File: src/rtl/core/odl_pkg.sv
// Shared types and constants of the ordered delimiter locator.
// Depends on nothing; used by the interfaces, controller, datapath and top level.
package odl_pkg;

    // Field widths fixed by the channel formats.
    localparam int BYTE_W   = 8;
    localparam int SLOT_W   = 3;
    localparam int POS_W    = 16;
    localparam int LEN_W    = 15;
    localparam int CNT_W    = 4;
    localparam int CFG_IDX_W  = 3;
    localparam int CFG_DATA_W = 64;

    // Configuration register indexes.
    localparam logic [CFG_IDX_W-1:0] CFG_TOKEN_TOTAL  = 3'd0;
    localparam logic [CFG_IDX_W-1:0] CFG_TOKEN_BYTES  = 3'd1;
    localparam logic [CFG_IDX_W-1:0] CFG_SCAN_LIMIT   = 3'd2;
    localparam logic [CFG_IDX_W-1:0] CFG_END_BYTE     = 3'd3;
    localparam logic [CFG_IDX_W-1:0] CFG_FILL_MISSING = 3'd4;

    // Configuration reset values.
    localparam logic [CNT_W-1:0]      RST_TOKEN_TOTAL = 4'd8;
    localparam logic [LEN_W-1:0]      RST_SCAN_LIMIT  = 15'h7FFF;

    // Marker of a slot that holds no position (-1).
    localparam logic [POS_W-1:0] POS_NONE = 16'hFFFF;

    // Result kinds.
    localparam logic KIND_ECHO = 1'b0;
    localparam logic KIND_MAP  = 1'b1;

    // Commands from the controller to the datapath.
    typedef struct packed {
        logic step;         // an input request is taken this cycle
        logic drain_start;  // rewind the map index
        logic drain_next;   // advance the map index
        logic show_map;     // output register presents a map entry
    } t_cmd;

    // Status from the datapath to the controller.
    typedef struct packed {
        logic live;         // the taken byte belongs to an active scan
        logic done;         // the taken byte ends the scan
        logic drain_last;   // map index points at the final slot in use
    } t_sts;

endpackage

File: src/rtl/core/odl_ifs.sv
// Handshake channel interfaces of the ordered delimiter locator.
// Depends on odl_pkg for the field widths.

// Input byte channel.
interface odl_in_if;
    logic                            valid;
    logic                            ready;
    logic [odl_pkg::BYTE_W-1:0]      byte_in;
    logic                            first_byte;

    modport source (output valid, output byte_in, output first_byte, input ready);
    modport sink   (input valid, input byte_in, input first_byte, output ready);
endinterface

// Result channel.
interface odl_out_if;
    logic                            valid;
    logic                            ready;
    logic                            kind;
    logic [odl_pkg::BYTE_W-1:0]      byte_out;
    logic [odl_pkg::SLOT_W-1:0]      token_slot;
    logic signed [odl_pkg::POS_W-1:0] position;
    logic [odl_pkg::LEN_W-1:0]       scan_length;
    logic                            last;

    modport source (output valid, output kind, output byte_out, output token_slot,
                    output position, output scan_length, output last, input ready);
    modport sink   (input valid, input kind, input byte_out, input token_slot,
                    input position, input scan_length, input last, output ready);
endinterface

// Configuration write channel.
interface odl_cfg_if;
    logic                              valid;
    logic                              ready;
    logic [odl_pkg::CFG_IDX_W-1:0]     index;
    logic [odl_pkg::CFG_DATA_W-1:0]    data;

    modport source (output valid, output index, output data, input ready);
    modport sink   (input valid, input index, input data, output ready);
endinterface

File: src/rtl/core/odl_ctrl.sv
// Sequencing controller of the ordered delimiter locator.
// Depends on odl_pkg for the command and status structs.
module odl_ctrl (
    input  logic          i_clk,
    input  logic          i_rst_n,
    input  logic          i_in_valid,
    output logic          o_in_ready,
    output logic          o_out_valid,
    input  logic          i_out_ready,
    input  odl_pkg::t_sts i_sts,
    output odl_pkg::t_cmd o_cmd
);

    typedef enum logic [2:0] {
        S_ACCEPT = 3'b001,
        S_ECHO   = 3'b010,
        S_MAP    = 3'b100
    } t_state;

    t_state r_state, n_state;
    logic   r_end, n_end;
    logic   take_in, take_out;

    assign take_in  = i_in_valid && (r_state == S_ACCEPT);
    assign take_out = o_out_valid && i_out_ready;

    // Handshake and command decode.
    always_comb begin
        o_in_ready         = (r_state == S_ACCEPT);
        o_out_valid        = (r_state == S_ECHO) || (r_state == S_MAP);
        o_cmd.step         = take_in;
        o_cmd.drain_start  = take_out && (r_state == S_ECHO);
        o_cmd.drain_next   = take_out && (r_state == S_MAP);
        o_cmd.show_map     = (r_state == S_MAP);
    end

    // Next state: echo every live byte, then drain the map if the scan ended.
    always_comb begin
        n_state = r_state;
        n_end   = r_end;
        unique case (r_state)
            S_ACCEPT: begin
                if (take_in && i_sts.live) begin
                    n_state = S_ECHO;
                    n_end   = i_sts.done;
                end
            end
            S_ECHO: begin
                if (take_out) begin
                    n_state = r_end ? S_MAP : S_ACCEPT;
                end
            end
            S_MAP: begin
                if (take_out && i_sts.drain_last) begin
                    n_state = S_ACCEPT;
                end
            end
            default: begin
                n_state = S_ACCEPT;
            end
        endcase
    end

    // State registers.
    always_ff @(posedge i_clk) begin
        if (!i_rst_n) begin
            r_state <= S_ACCEPT;
            r_end   <= 1'b0;
        end else begin
            r_state <= n_state;
            r_end   <= n_end;
        end
    end

endmodule

File: src/rtl/core/odl_dp.sv
// Datapath of the ordered delimiter locator: configuration registers, scan state,
// parallel token compare and the result register fields. Depends on odl_pkg.
module odl_dp #(
    parameter int MAX_TOKENS = 8
) (
    input  logic                              i_clk,
    input  logic                              i_rst_n,
    input  odl_pkg::t_cmd                     i_cmd,
    output odl_pkg::t_sts                     o_sts,
    input  logic                              i_cfg_we,
    input  logic [odl_pkg::CFG_IDX_W-1:0]     i_cfg_index,
    input  logic [odl_pkg::CFG_DATA_W-1:0]    i_cfg_data,
    input  logic [odl_pkg::BYTE_W-1:0]        i_byte_in,
    input  logic                              i_first_byte,
    output logic                              o_kind,
    output logic [odl_pkg::BYTE_W-1:0]        o_byte_out,
    output logic [odl_pkg::SLOT_W-1:0]        o_token_slot,
    output logic signed [odl_pkg::POS_W-1:0]  o_position,
    output logic [odl_pkg::LEN_W-1:0]         o_scan_length,
    output logic                              o_last
);

    localparam int IW = (MAX_TOKENS > 1) ? $clog2(MAX_TOKENS) : 1;
    localparam logic [odl_pkg::CNT_W-1:0] MAX_N = odl_pkg::CNT_W'(MAX_TOKENS);

    // Configuration registers.
    logic [odl_pkg::CNT_W-1:0]      r_total;
    logic [odl_pkg::CFG_DATA_W-1:0] r_tokens;
    logic [odl_pkg::LEN_W-1:0]      r_limit;
    logic [odl_pkg::BYTE_W-1:0]     r_end_byte;
    logic                           r_fill;

    // Scan state.
    logic [odl_pkg::POS_W-1:0] r_slots [MAX_TOKENS];
    logic [odl_pkg::POS_W-1:0] n_slots [MAX_TOKENS];
    logic [odl_pkg::CNT_W-1:0] r_mc, n_mc;
    logic [odl_pkg::LEN_W-1:0] r_pos, n_pos;
    logic [odl_pkg::LEN_W-1:0] r_lmp, n_lmp;
    logic                      r_active, n_active;
    logic [odl_pkg::BYTE_W-1:0] r_echo, n_echo;
    logic [IW-1:0]             r_idx;

    logic [odl_pkg::CNT_W-1:0] n_tok;
    logic [IW-1:0]             top_slot;
    logic [IW-1:0]             sel;
    logic                      found;
    logic                      done;
    logic [odl_pkg::POS_W-1:0] cur_slots [MAX_TOKENS];
    logic [odl_pkg::CNT_W-1:0] cur_mc;
    logic [odl_pkg::LEN_W-1:0] cur_pos;
    logic [odl_pkg::LEN_W-1:0] cur_lmp;
    logic [odl_pkg::LEN_W-1:0] fill_val;
    logic [odl_pkg::POS_W-1:0] map_pos;

    // Number of tokens in use, clamped to 1 .. MAX_TOKENS.
    always_comb begin
        if (r_total == '0) begin
            n_tok = odl_pkg::CNT_W'(1);
        end else if (r_total > MAX_N) begin
            n_tok = MAX_N;
        end else begin
            n_tok = r_total;
        end
    end
    assign top_slot = IW'(n_tok - odl_pkg::CNT_W'(1));

    // A first byte sees the state of a fresh scan.
    always_comb begin
        for (int i = 0; i < MAX_TOKENS; i++) begin
            cur_slots[i] = i_first_byte ? odl_pkg::POS_NONE : r_slots[i];
        end
        cur_mc  = i_first_byte ? '0 : r_mc;
        cur_pos = i_first_byte ? '0 : r_pos;
        cur_lmp = i_first_byte ? '0 : r_lmp;
    end

    // Parallel compare: lowest token at or above the matched count that equals the byte.
    always_comb begin
        found = 1'b0;
        sel   = '0;
        for (int i = 0; i < MAX_TOKENS; i++) begin
            if (!found && (odl_pkg::CNT_W'(i) >= cur_mc) && (odl_pkg::CNT_W'(i) < n_tok)
                && (r_tokens[8*i +: 8] == i_byte_in)) begin
                found = 1'b1;
                sel   = IW'(i);
            end
        end
    end

    // Scan step for one byte.
    always_comb begin
        n_slots  = cur_slots;
        n_mc     = cur_mc;
        n_pos    = cur_pos;
        n_lmp    = cur_lmp;
        n_echo   = i_byte_in;
        done     = 1'b0;
        if (i_byte_in == r_end_byte) begin
            done = 1'b1;
        end else if (cur_pos >= r_limit) begin
            done = 1'b1;
        end else begin
            if (found) begin
                n_slots[sel] = {1'b0, cur_pos} + odl_pkg::POS_W'(1);
                n_mc         = cur_mc + odl_pkg::CNT_W'(1);
                n_lmp        = cur_pos;
                n_echo       = '0;
            end
            if (n_slots[top_slot] != odl_pkg::POS_NONE) begin
                done = 1'b1;
            end else begin
                n_pos = cur_pos + odl_pkg::LEN_W'(1);
            end
        end
        n_active = !done;
    end

    assign o_sts.live       = i_first_byte || r_active;
    assign o_sts.done       = done;
    assign o_sts.drain_last = (r_idx == top_slot);

    // Configuration registers.
    always_ff @(posedge i_clk) begin
        if (!i_rst_n) begin
            r_total    <= odl_pkg::RST_TOKEN_TOTAL;
            r_tokens   <= '0;
            r_limit    <= odl_pkg::RST_SCAN_LIMIT;
            r_end_byte <= '0;
            r_fill     <= 1'b0;
        end else if (i_cfg_we) begin
            case (i_cfg_index)
                odl_pkg::CFG_TOKEN_TOTAL:  r_total    <= i_cfg_data[odl_pkg::CNT_W-1:0];
                odl_pkg::CFG_TOKEN_BYTES:  r_tokens   <= i_cfg_data;
                odl_pkg::CFG_SCAN_LIMIT:   r_limit    <= i_cfg_data[odl_pkg::LEN_W-1:0];
                odl_pkg::CFG_END_BYTE:     r_end_byte <= i_cfg_data[odl_pkg::BYTE_W-1:0];
                odl_pkg::CFG_FILL_MISSING: r_fill     <= i_cfg_data[0];
                default: ;
            endcase
        end
    end

    // Scan state registers, updated when a live byte is taken.
    always_ff @(posedge i_clk) begin
        if (!i_rst_n) begin
            for (int i = 0; i < MAX_TOKENS; i++) begin
                r_slots[i] <= odl_pkg::POS_NONE;
            end
            r_mc     <= '0;
            r_pos    <= '0;
            r_lmp    <= '0;
            r_active <= 1'b0;
        end else if (i_cmd.step && o_sts.live) begin
            r_slots  <= n_slots;
            r_mc     <= n_mc;
            r_pos    <= n_pos;
            r_lmp    <= n_lmp;
            r_active <= n_active;
        end
    end

    // Echo byte and map index.
    always_ff @(posedge i_clk) begin
        if (i_cmd.step) begin
            r_echo <= n_echo;
        end
        if (i_cmd.drain_start) begin
            r_idx <= '0;
        end else if (i_cmd.drain_next) begin
            r_idx <= r_idx + IW'(1);
        end
    end

    // Map entry value, with the fill for slots that never matched.
    assign fill_val = (r_lmp == '0) ? r_pos : r_lmp;
    always_comb begin
        map_pos = r_slots[r_idx];
        if ((map_pos == odl_pkg::POS_NONE) && r_fill) begin
            map_pos = {1'b0, fill_val};
        end
    end

    // Result fields.
    always_comb begin
        if (i_cmd.show_map) begin
            o_kind        = odl_pkg::KIND_MAP;
            o_byte_out    = '0;
            o_token_slot  = odl_pkg::SLOT_W'(r_idx);
            o_position    = map_pos;
            o_scan_length = r_pos;
            o_last        = (r_idx == top_slot);
        end else begin
            o_kind        = odl_pkg::KIND_ECHO;
            o_byte_out    = r_echo;
            o_token_slot  = '0;
            o_position    = '0;
            o_scan_length = '0;
            o_last        = 1'b0;
        end
    end

endmodule

File: src/rtl/core/ordered_delimiter_locator_top.sv
// Top level of the ordered delimiter locator: joins controller and datapath.
// Depends on odl_pkg, the channel interfaces, odl_ctrl and odl_dp.

// The block scans a string one byte per input request and finds an ordered set of
// up to MAX_TOKENS delimiter bytes in it. Each byte of an open scan gives one echo
// result; the byte that ends a scan (terminator, scan limit, or last token found) is
// followed by one map entry per token in use (token_total held to 1 .. MAX_TOKENS).
// A byte is first taken and compared, then its echo is presented from the output
// register; the map entries follow from the slot registers, one per cycle while the
// result side is ready. Input bytes are not taken while a result is pending.
// Configuration writes are accepted in every cycle and must be made while no scan
// result is outstanding. Reset clears all scan state at once.
module ordered_delimiter_locator_top #(
    parameter int MAX_TOKENS = 8
) (
    input  logic       i_clk,
    input  logic       i_rst_n,
    odl_in_if.sink     i_in,
    odl_out_if.source  o_out,
    odl_cfg_if.sink    i_cfg
);

    odl_pkg::t_cmd cmd;
    odl_pkg::t_sts sts;

    // Configuration writes never stall.
    assign i_cfg.ready = 1'b1;

    // Request sequencing.
    odl_ctrl u_ctrl (
        .i_clk       (i_clk),
        .i_rst_n     (i_rst_n),
        .i_in_valid  (i_in.valid),
        .o_in_ready  (i_in.ready),
        .o_out_valid (o_out.valid),
        .i_out_ready (o_out.ready),
        .i_sts       (sts),
        .o_cmd       (cmd)
    );

    // Compare, scan state and result fields.
    odl_dp #(
        .MAX_TOKENS (MAX_TOKENS)
    ) u_dp (
        .i_clk         (i_clk),
        .i_rst_n       (i_rst_n),
        .i_cmd         (cmd),
        .o_sts         (sts),
        .i_cfg_we      (i_cfg.valid),
        .i_cfg_index   (i_cfg.index),
        .i_cfg_data    (i_cfg.data),
        .i_byte_in     (i_in.byte_in),
        .i_first_byte  (i_in.first_byte),
        .o_kind        (o_out.kind),
        .o_byte_out    (o_out.byte_out),
        .o_token_slot  (o_out.token_slot),
        .o_position    (o_out.position),
        .o_scan_length (o_out.scan_length),
        .o_last        (o_out.last)
    );

endmodule

File: src/flat_wrapper.sv
// flat-port wrapper written by rule: the top's interface ports become plain ports
module ordered_delimiter_locator_top_flat 
#(
    parameter int MAX_TOKENS = 8
)
  (i_clk, i_rst_n, i_in_valid, i_in_byte_in, i_in_first_byte, i_in_ready, o_out_valid, o_out_kind, o_out_byte_out, o_out_token_slot, o_out_position, o_out_scan_length, o_out_last, o_out_ready, i_cfg_valid, i_cfg_index, i_cfg_data, i_cfg_ready);
  odl_in_if i_in_i ();
  odl_out_if o_out_i ();
  odl_cfg_if i_cfg_i ();
  input  logic i_clk;
  input  logic i_rst_n;
  input wire logic [$bits(i_in_i.valid)-1:0] i_in_valid;
  input wire logic [$bits(i_in_i.byte_in)-1:0] i_in_byte_in;
  input wire logic [$bits(i_in_i.first_byte)-1:0] i_in_first_byte;
  output wire logic [$bits(i_in_i.ready)-1:0] i_in_ready;
  output wire logic [$bits(o_out_i.valid)-1:0] o_out_valid;
  output wire logic [$bits(o_out_i.kind)-1:0] o_out_kind;
  output wire logic [$bits(o_out_i.byte_out)-1:0] o_out_byte_out;
  output wire logic [$bits(o_out_i.token_slot)-1:0] o_out_token_slot;
  output wire logic [$bits(o_out_i.position)-1:0] o_out_position;
  output wire logic [$bits(o_out_i.scan_length)-1:0] o_out_scan_length;
  output wire logic [$bits(o_out_i.last)-1:0] o_out_last;
  input wire logic [$bits(o_out_i.ready)-1:0] o_out_ready;
  input wire logic [$bits(i_cfg_i.valid)-1:0] i_cfg_valid;
  input wire logic [$bits(i_cfg_i.index)-1:0] i_cfg_index;
  input wire logic [$bits(i_cfg_i.data)-1:0] i_cfg_data;
  output wire logic [$bits(i_cfg_i.ready)-1:0] i_cfg_ready;
  assign i_in_i.valid = i_in_valid;
  assign i_in_i.byte_in = i_in_byte_in;
  assign i_in_i.first_byte = i_in_first_byte;
  assign i_in_ready = i_in_i.ready;
  assign o_out_valid = o_out_i.valid;
  assign o_out_kind = o_out_i.kind;
  assign o_out_byte_out = o_out_i.byte_out;
  assign o_out_token_slot = o_out_i.token_slot;
  assign o_out_position = o_out_i.position;
  assign o_out_scan_length = o_out_i.scan_length;
  assign o_out_last = o_out_i.last;
  assign o_out_i.ready = o_out_ready;
  assign i_cfg_i.valid = i_cfg_valid;
  assign i_cfg_i.index = i_cfg_index;
  assign i_cfg_i.data = i_cfg_data;
  assign i_cfg_ready = i_cfg_i.ready;
  ordered_delimiter_locator_top #(.MAX_TOKENS(MAX_TOKENS)) u_core (.i_clk(i_clk), .i_rst_n(i_rst_n), .i_in(i_in_i), .o_out(o_out_i), .i_cfg(i_cfg_i));
endmodule
File: config.mk
export PLATFORM = sky130hd
export DESIGN_NAME = ordered_delimiter_locator_top_flat
export DESIGN_NICKNAME = d
export VERILOG_FILES = /design/src/rtl/core/odl_pkg.sv /design/src/rtl/core/odl_ifs.sv /design/src/rtl/core/odl_ctrl.sv /design/src/rtl/core/odl_dp.sv /design/src/rtl/core/ordered_delimiter_locator_top.sv /design/src/flat_wrapper.sv
export SDC_FILE = /design/constraint.sdc
export NUM_CORES = 1
export LEC_CHECK = 0
export BUFFER_PORTS_ARGS = -buffer_cell sky130_fd_sc_hd__buf_2
export CAP_MARGIN = 10
export CORE_ASPECT_RATIO = 2
export CORE_MARGIN = 1.5
export CORE_UTILIZATION = 60
export CTS_CLUSTER_DIAMETER = 150
export DETAILED_ROUTE_END_ITERATION = 10
export GPL_TIMING_DRIVEN = 0
export PLACE_DENSITY_LB_ADDON = 0.15
export SETUP_SLACK_MARGIN = 0.4
export SLEW_MARGIN = 30
export SYNTH_ARGS = -nofsm -noshare
export SYNTH_HDL_FRONTEND = slang
export SYNTH_SLANG_ARGS = --single-unit
File: constraint.sdc
create_clock -name i_clk -period 5.45 [get_ports i_clk]
set_input_delay 0.2725 -clock i_clk [delete_from_list [all_inputs] [get_ports i_clk]]
set_output_delay 0.2725 -clock i_clk [all_outputs]
set_load 0.01 [all_outputs]
==> results.cfg <==
[status]
status = finished, violations left
violations = hold timing

[timing]
fin_crit_ps = 5040
drv_slew = 0
max_slew_margin_pct = 19.0
tightestPinTransition_ps = 1200
fin_worst_skew_ps = 23.3
finalCritPeriodShare_pct = 92.5
max_freq_mhz = 198
setup_violations = 0
holdWs_ps = -1.13
rsz0062_at_grt = false
hold_violations = 1

[min_path]
hold_path_depth = 3
min_to = u_core.u_dp.r_tokens[62]
hp-class = primary input to flip-flop
hp-start = i_cfg_data[62]

[setup_path]
critical_path_class = flip-flop to output port
critPathMaxFanout = 10
arrival_ps = 4770
critPathTopFamily = buffers and inverters
r2r-end = u_core.u_dp.r_pos[11]
reg2regPathDepth = 16
cp-end-kind = output port
r2r_slack_ps = 850
worstPathCellList = clkbuf_1 > clkbuf_1 > mux4_2 > mux2i_1 > nor4_1 > nand2_1 > nor3_2 > clkbuf_1 > a211oi_1 > buf_2
crit_buf_inv = 4
critical_path_required_ps = 5180
cp-start-kind = flip-flop
rr_startpoint = u_core.u_dp.r_total[3]
crit_top_cell = clkbuf_1
crit_path_max_incr_delay_ps = 820
cpMaxStageDelayCell = clkbuf_1

[power_and_ir_drop]
peakVddDrop_uv = 312
pwr_density_cell_mw_per_mm2 = 266
switchingPower_mw = 1.11
power.leakage_nw = 5.97
p_int_mw = 3.11
seqPwrFrac_pct = 48.0
p_total_mw = 4.23
p_sw_share_pct = 26.3
clockPowerShare_pct = 41.9
comb_power_share_pct = 10.2

[floorplan]
io_pins = 128
placementRows = 77
die-height_um = 215
core-area_sq_mm = 0.0222
start_util_pct = 61.1
die_w_um = 109
dieArea_sq_mm = 0.0235

[global_route]
globalRouteTotalUtil_pct = 47.6
grt_remaining_overflow = 0
antenna_found_initial = 2
met2_usage_pct = 79.6
grt_pass1_vias = 14400
met1_usage_pct = 42.1
grt_max_degree = 16
gr-usage-met3_pct = 15.3
busiest_layer = met2
grt_first_pass_wirelength_um = 82200

[logic_synthesis]
syn_area_sq_mm = 0.0135
yosys_most_used_dff = dfxtp_1
avgSynthCellArea_sq_um = 8.41
yosysWarnings = 0
synth_area_leader_cell = dfxtp_1
synth_seq_cells = 270
seq_area_frac_synth_pct = 40.5
synthCells = 1609
ys_top_cells_by_count = nand2_1 (348), dfxtp_1 (262), o22ai_1 (143)
yosysUniqueCellTypes = 73
synth.area.top_cells = dfxtp_1 (39%), nand2_1 (9.7%), o22ai_1 (6.6%)
yosysMostFrequentCell = nand2_1
synth_nets = 1714
async_flop_share_pct = 0
netlist.area_leader.share_pct = 38.8
synth_edf_count = 8

[clock_network]
path_clk_slew_ps = 70
htreeDepth = 1
cts_max_path_buffers = 3
cts_tree = built
cts.sinks = 270
numCtsBuffers = 25
insertion_delay_ps = 590
ctsRootBufferMaster = clkbuf_16

[run]
max_cap_violations = 0

[detailed_routing]
drc = 0
num_vias = 14300
routed_via_density = 6.76
ant_nets = 0
drtIter0Drc = 1676
wirelength_um = 55500
dr.pass1.iters = 6
wire_per_inst_um = 26.3

[place]
dp_hpwl_um = 40300
io_buffers = 116
place_area_sq_mm = 0.0145
gp_congestion = 1.11

[final_layout]
utilization_pct = 71.7
design_area_sq_mm = 0.0159
syn2layout_area_growth_pct = 17.5
drive_above_1_share_pct = 13.8
fin_nets = 1919
[routing by layer]
layer	vias to the layer above	share of wire (%)
met5	-	0
met4	0	12
met3	433	8.9
met2	990	50
met1	6682	29
li1	6155	-
[cell families after synthesis]
group | share of synthesized area, %
AOI/OAI and AO/OA | 16.9
xor gates and xnor gates | 6.02
adders and majority gates | 2.22
buffers and inverters | 4.87
DFF | 40.5
muxes | 7.59
other | 0.0277
and+or+nand+nor | 21.8
[stage by stage]
stage               hold WS (ps)  instances  setup WS, ps  TNS [ps]
finish                     -1.13       2108           410         0
global route               -14.7       2108           405         0
CTS                        0.814       2102           524         0
detailed placement           459       2001          -687    -33510
global placement             455       2001          -698    -32200
floorplan                    401       1609          1300         0
[how the worst max path moves through the flow]
stage,start,to,slack [ps],cells past startpoint
after floorplan,i_in_first_byte,u_core.u_dp.r_slots[102],1300,19
after global placement,i_in_first_byte,u_core.u_dp.r_slots[87],-700,18
after detailed placement,i_in_first_byte,u_core.u_dp.r_slots[90],-690,18
after CTS,u_core.u_dp.r_idx[1],o_out_position[9],520,10
after global routing,i_in_first_byte,u_core.u_dp.r_slots[125],400,18
final,u_core.u_dp.r_idx[1],o_out_position[9],410,10
[registers in the layout, indices dropped and copies added (netlist names)]
name	cells
u_core.u_dp.r_mc	4
u_core.u_dp.r_idx	3
u_core.u_dp.r_total	4
u_core.u_dp.r_slots	128
u_core.u_ctrl.r_end	1
u_core.u_dp.r_fill	1
u_core.u_dp.r_tokens	64
u_core.u_dp.r_echo	8
u_core.u_ctrl.r_state	3
u_core.u_dp.r_limit	15
u_core.u_dp.r_active	1
u_core.u_dp.r_pos	15
u_core.u_dp.r_end_byte	8
u_core.u_dp.r_lmp	15
[area by class of cell]
type	instances	area (sq um)
inverters	40	150
diodes	2	5.00
flip-flops and latches	270	5490
well taps	276	345
repair buffers	178	1200
multi-input cells	1178	7410
fillers	1711	6270
clock buffers	35	713
plain buffers	121	515
clock inverters	8	71.3
[what timing repair did]
item,in CTS,in global routing
setup buffers,0,2
pin swaps,1,1
endpoints found under the hold margin,71,2
hold buffers,58,2
endpoints found under the setup margin,76,80
gates resized for setup,5,8
[power by group through the flow]
stage / Clock (mW) / Sequential [mW] / Combinational [mW]
2_1_floorplan: 0 / 2.07 / 0.226
3_3_place_gp: 0 / 2.07 / 0.360
3_5_place_dp: 0 / 2.07 / 0.365
4_1_cts: 1.74 / 2.03 / 0.400
5_1_grt: 1.83 / 2.03 / 0.449
6_report: 1.77 / 2.03 / 0.429
[cell usage in the layout, fill, tap and decap left out, drive strengths merged, types with 12 or more instances in the layout]
cell / count
nand2: 348
dfxtp: 262
buf: 151
o22ai: 143
clkbuf: 123
a21oi: 115
nor2: 67
xnor2: 64
dlygate4sd3: 60
nand4: 40
inv: 39
mux4: 32
nand3: 32
xor2: 29
mux2i: 25
nor3: 25
o211ai: 24
ha: 24
nor4: 24
nor2b: 23
o21ai: 19
a22oi: 17
or3: 15
and2: 12
[worst register-to-register path, delay by kind of cell, from the launching register on]
family | cells | cell delay, ps
AOI/OAI and AO/OA | 5 | 1260
adders and majority gates | 1 | 270
buffers and inverters | 4 | 1220
DFF | 1 | 390
and+or+nand+nor | 6 | 1350
No activity file was read; power rests on OpenSTA's default activity.
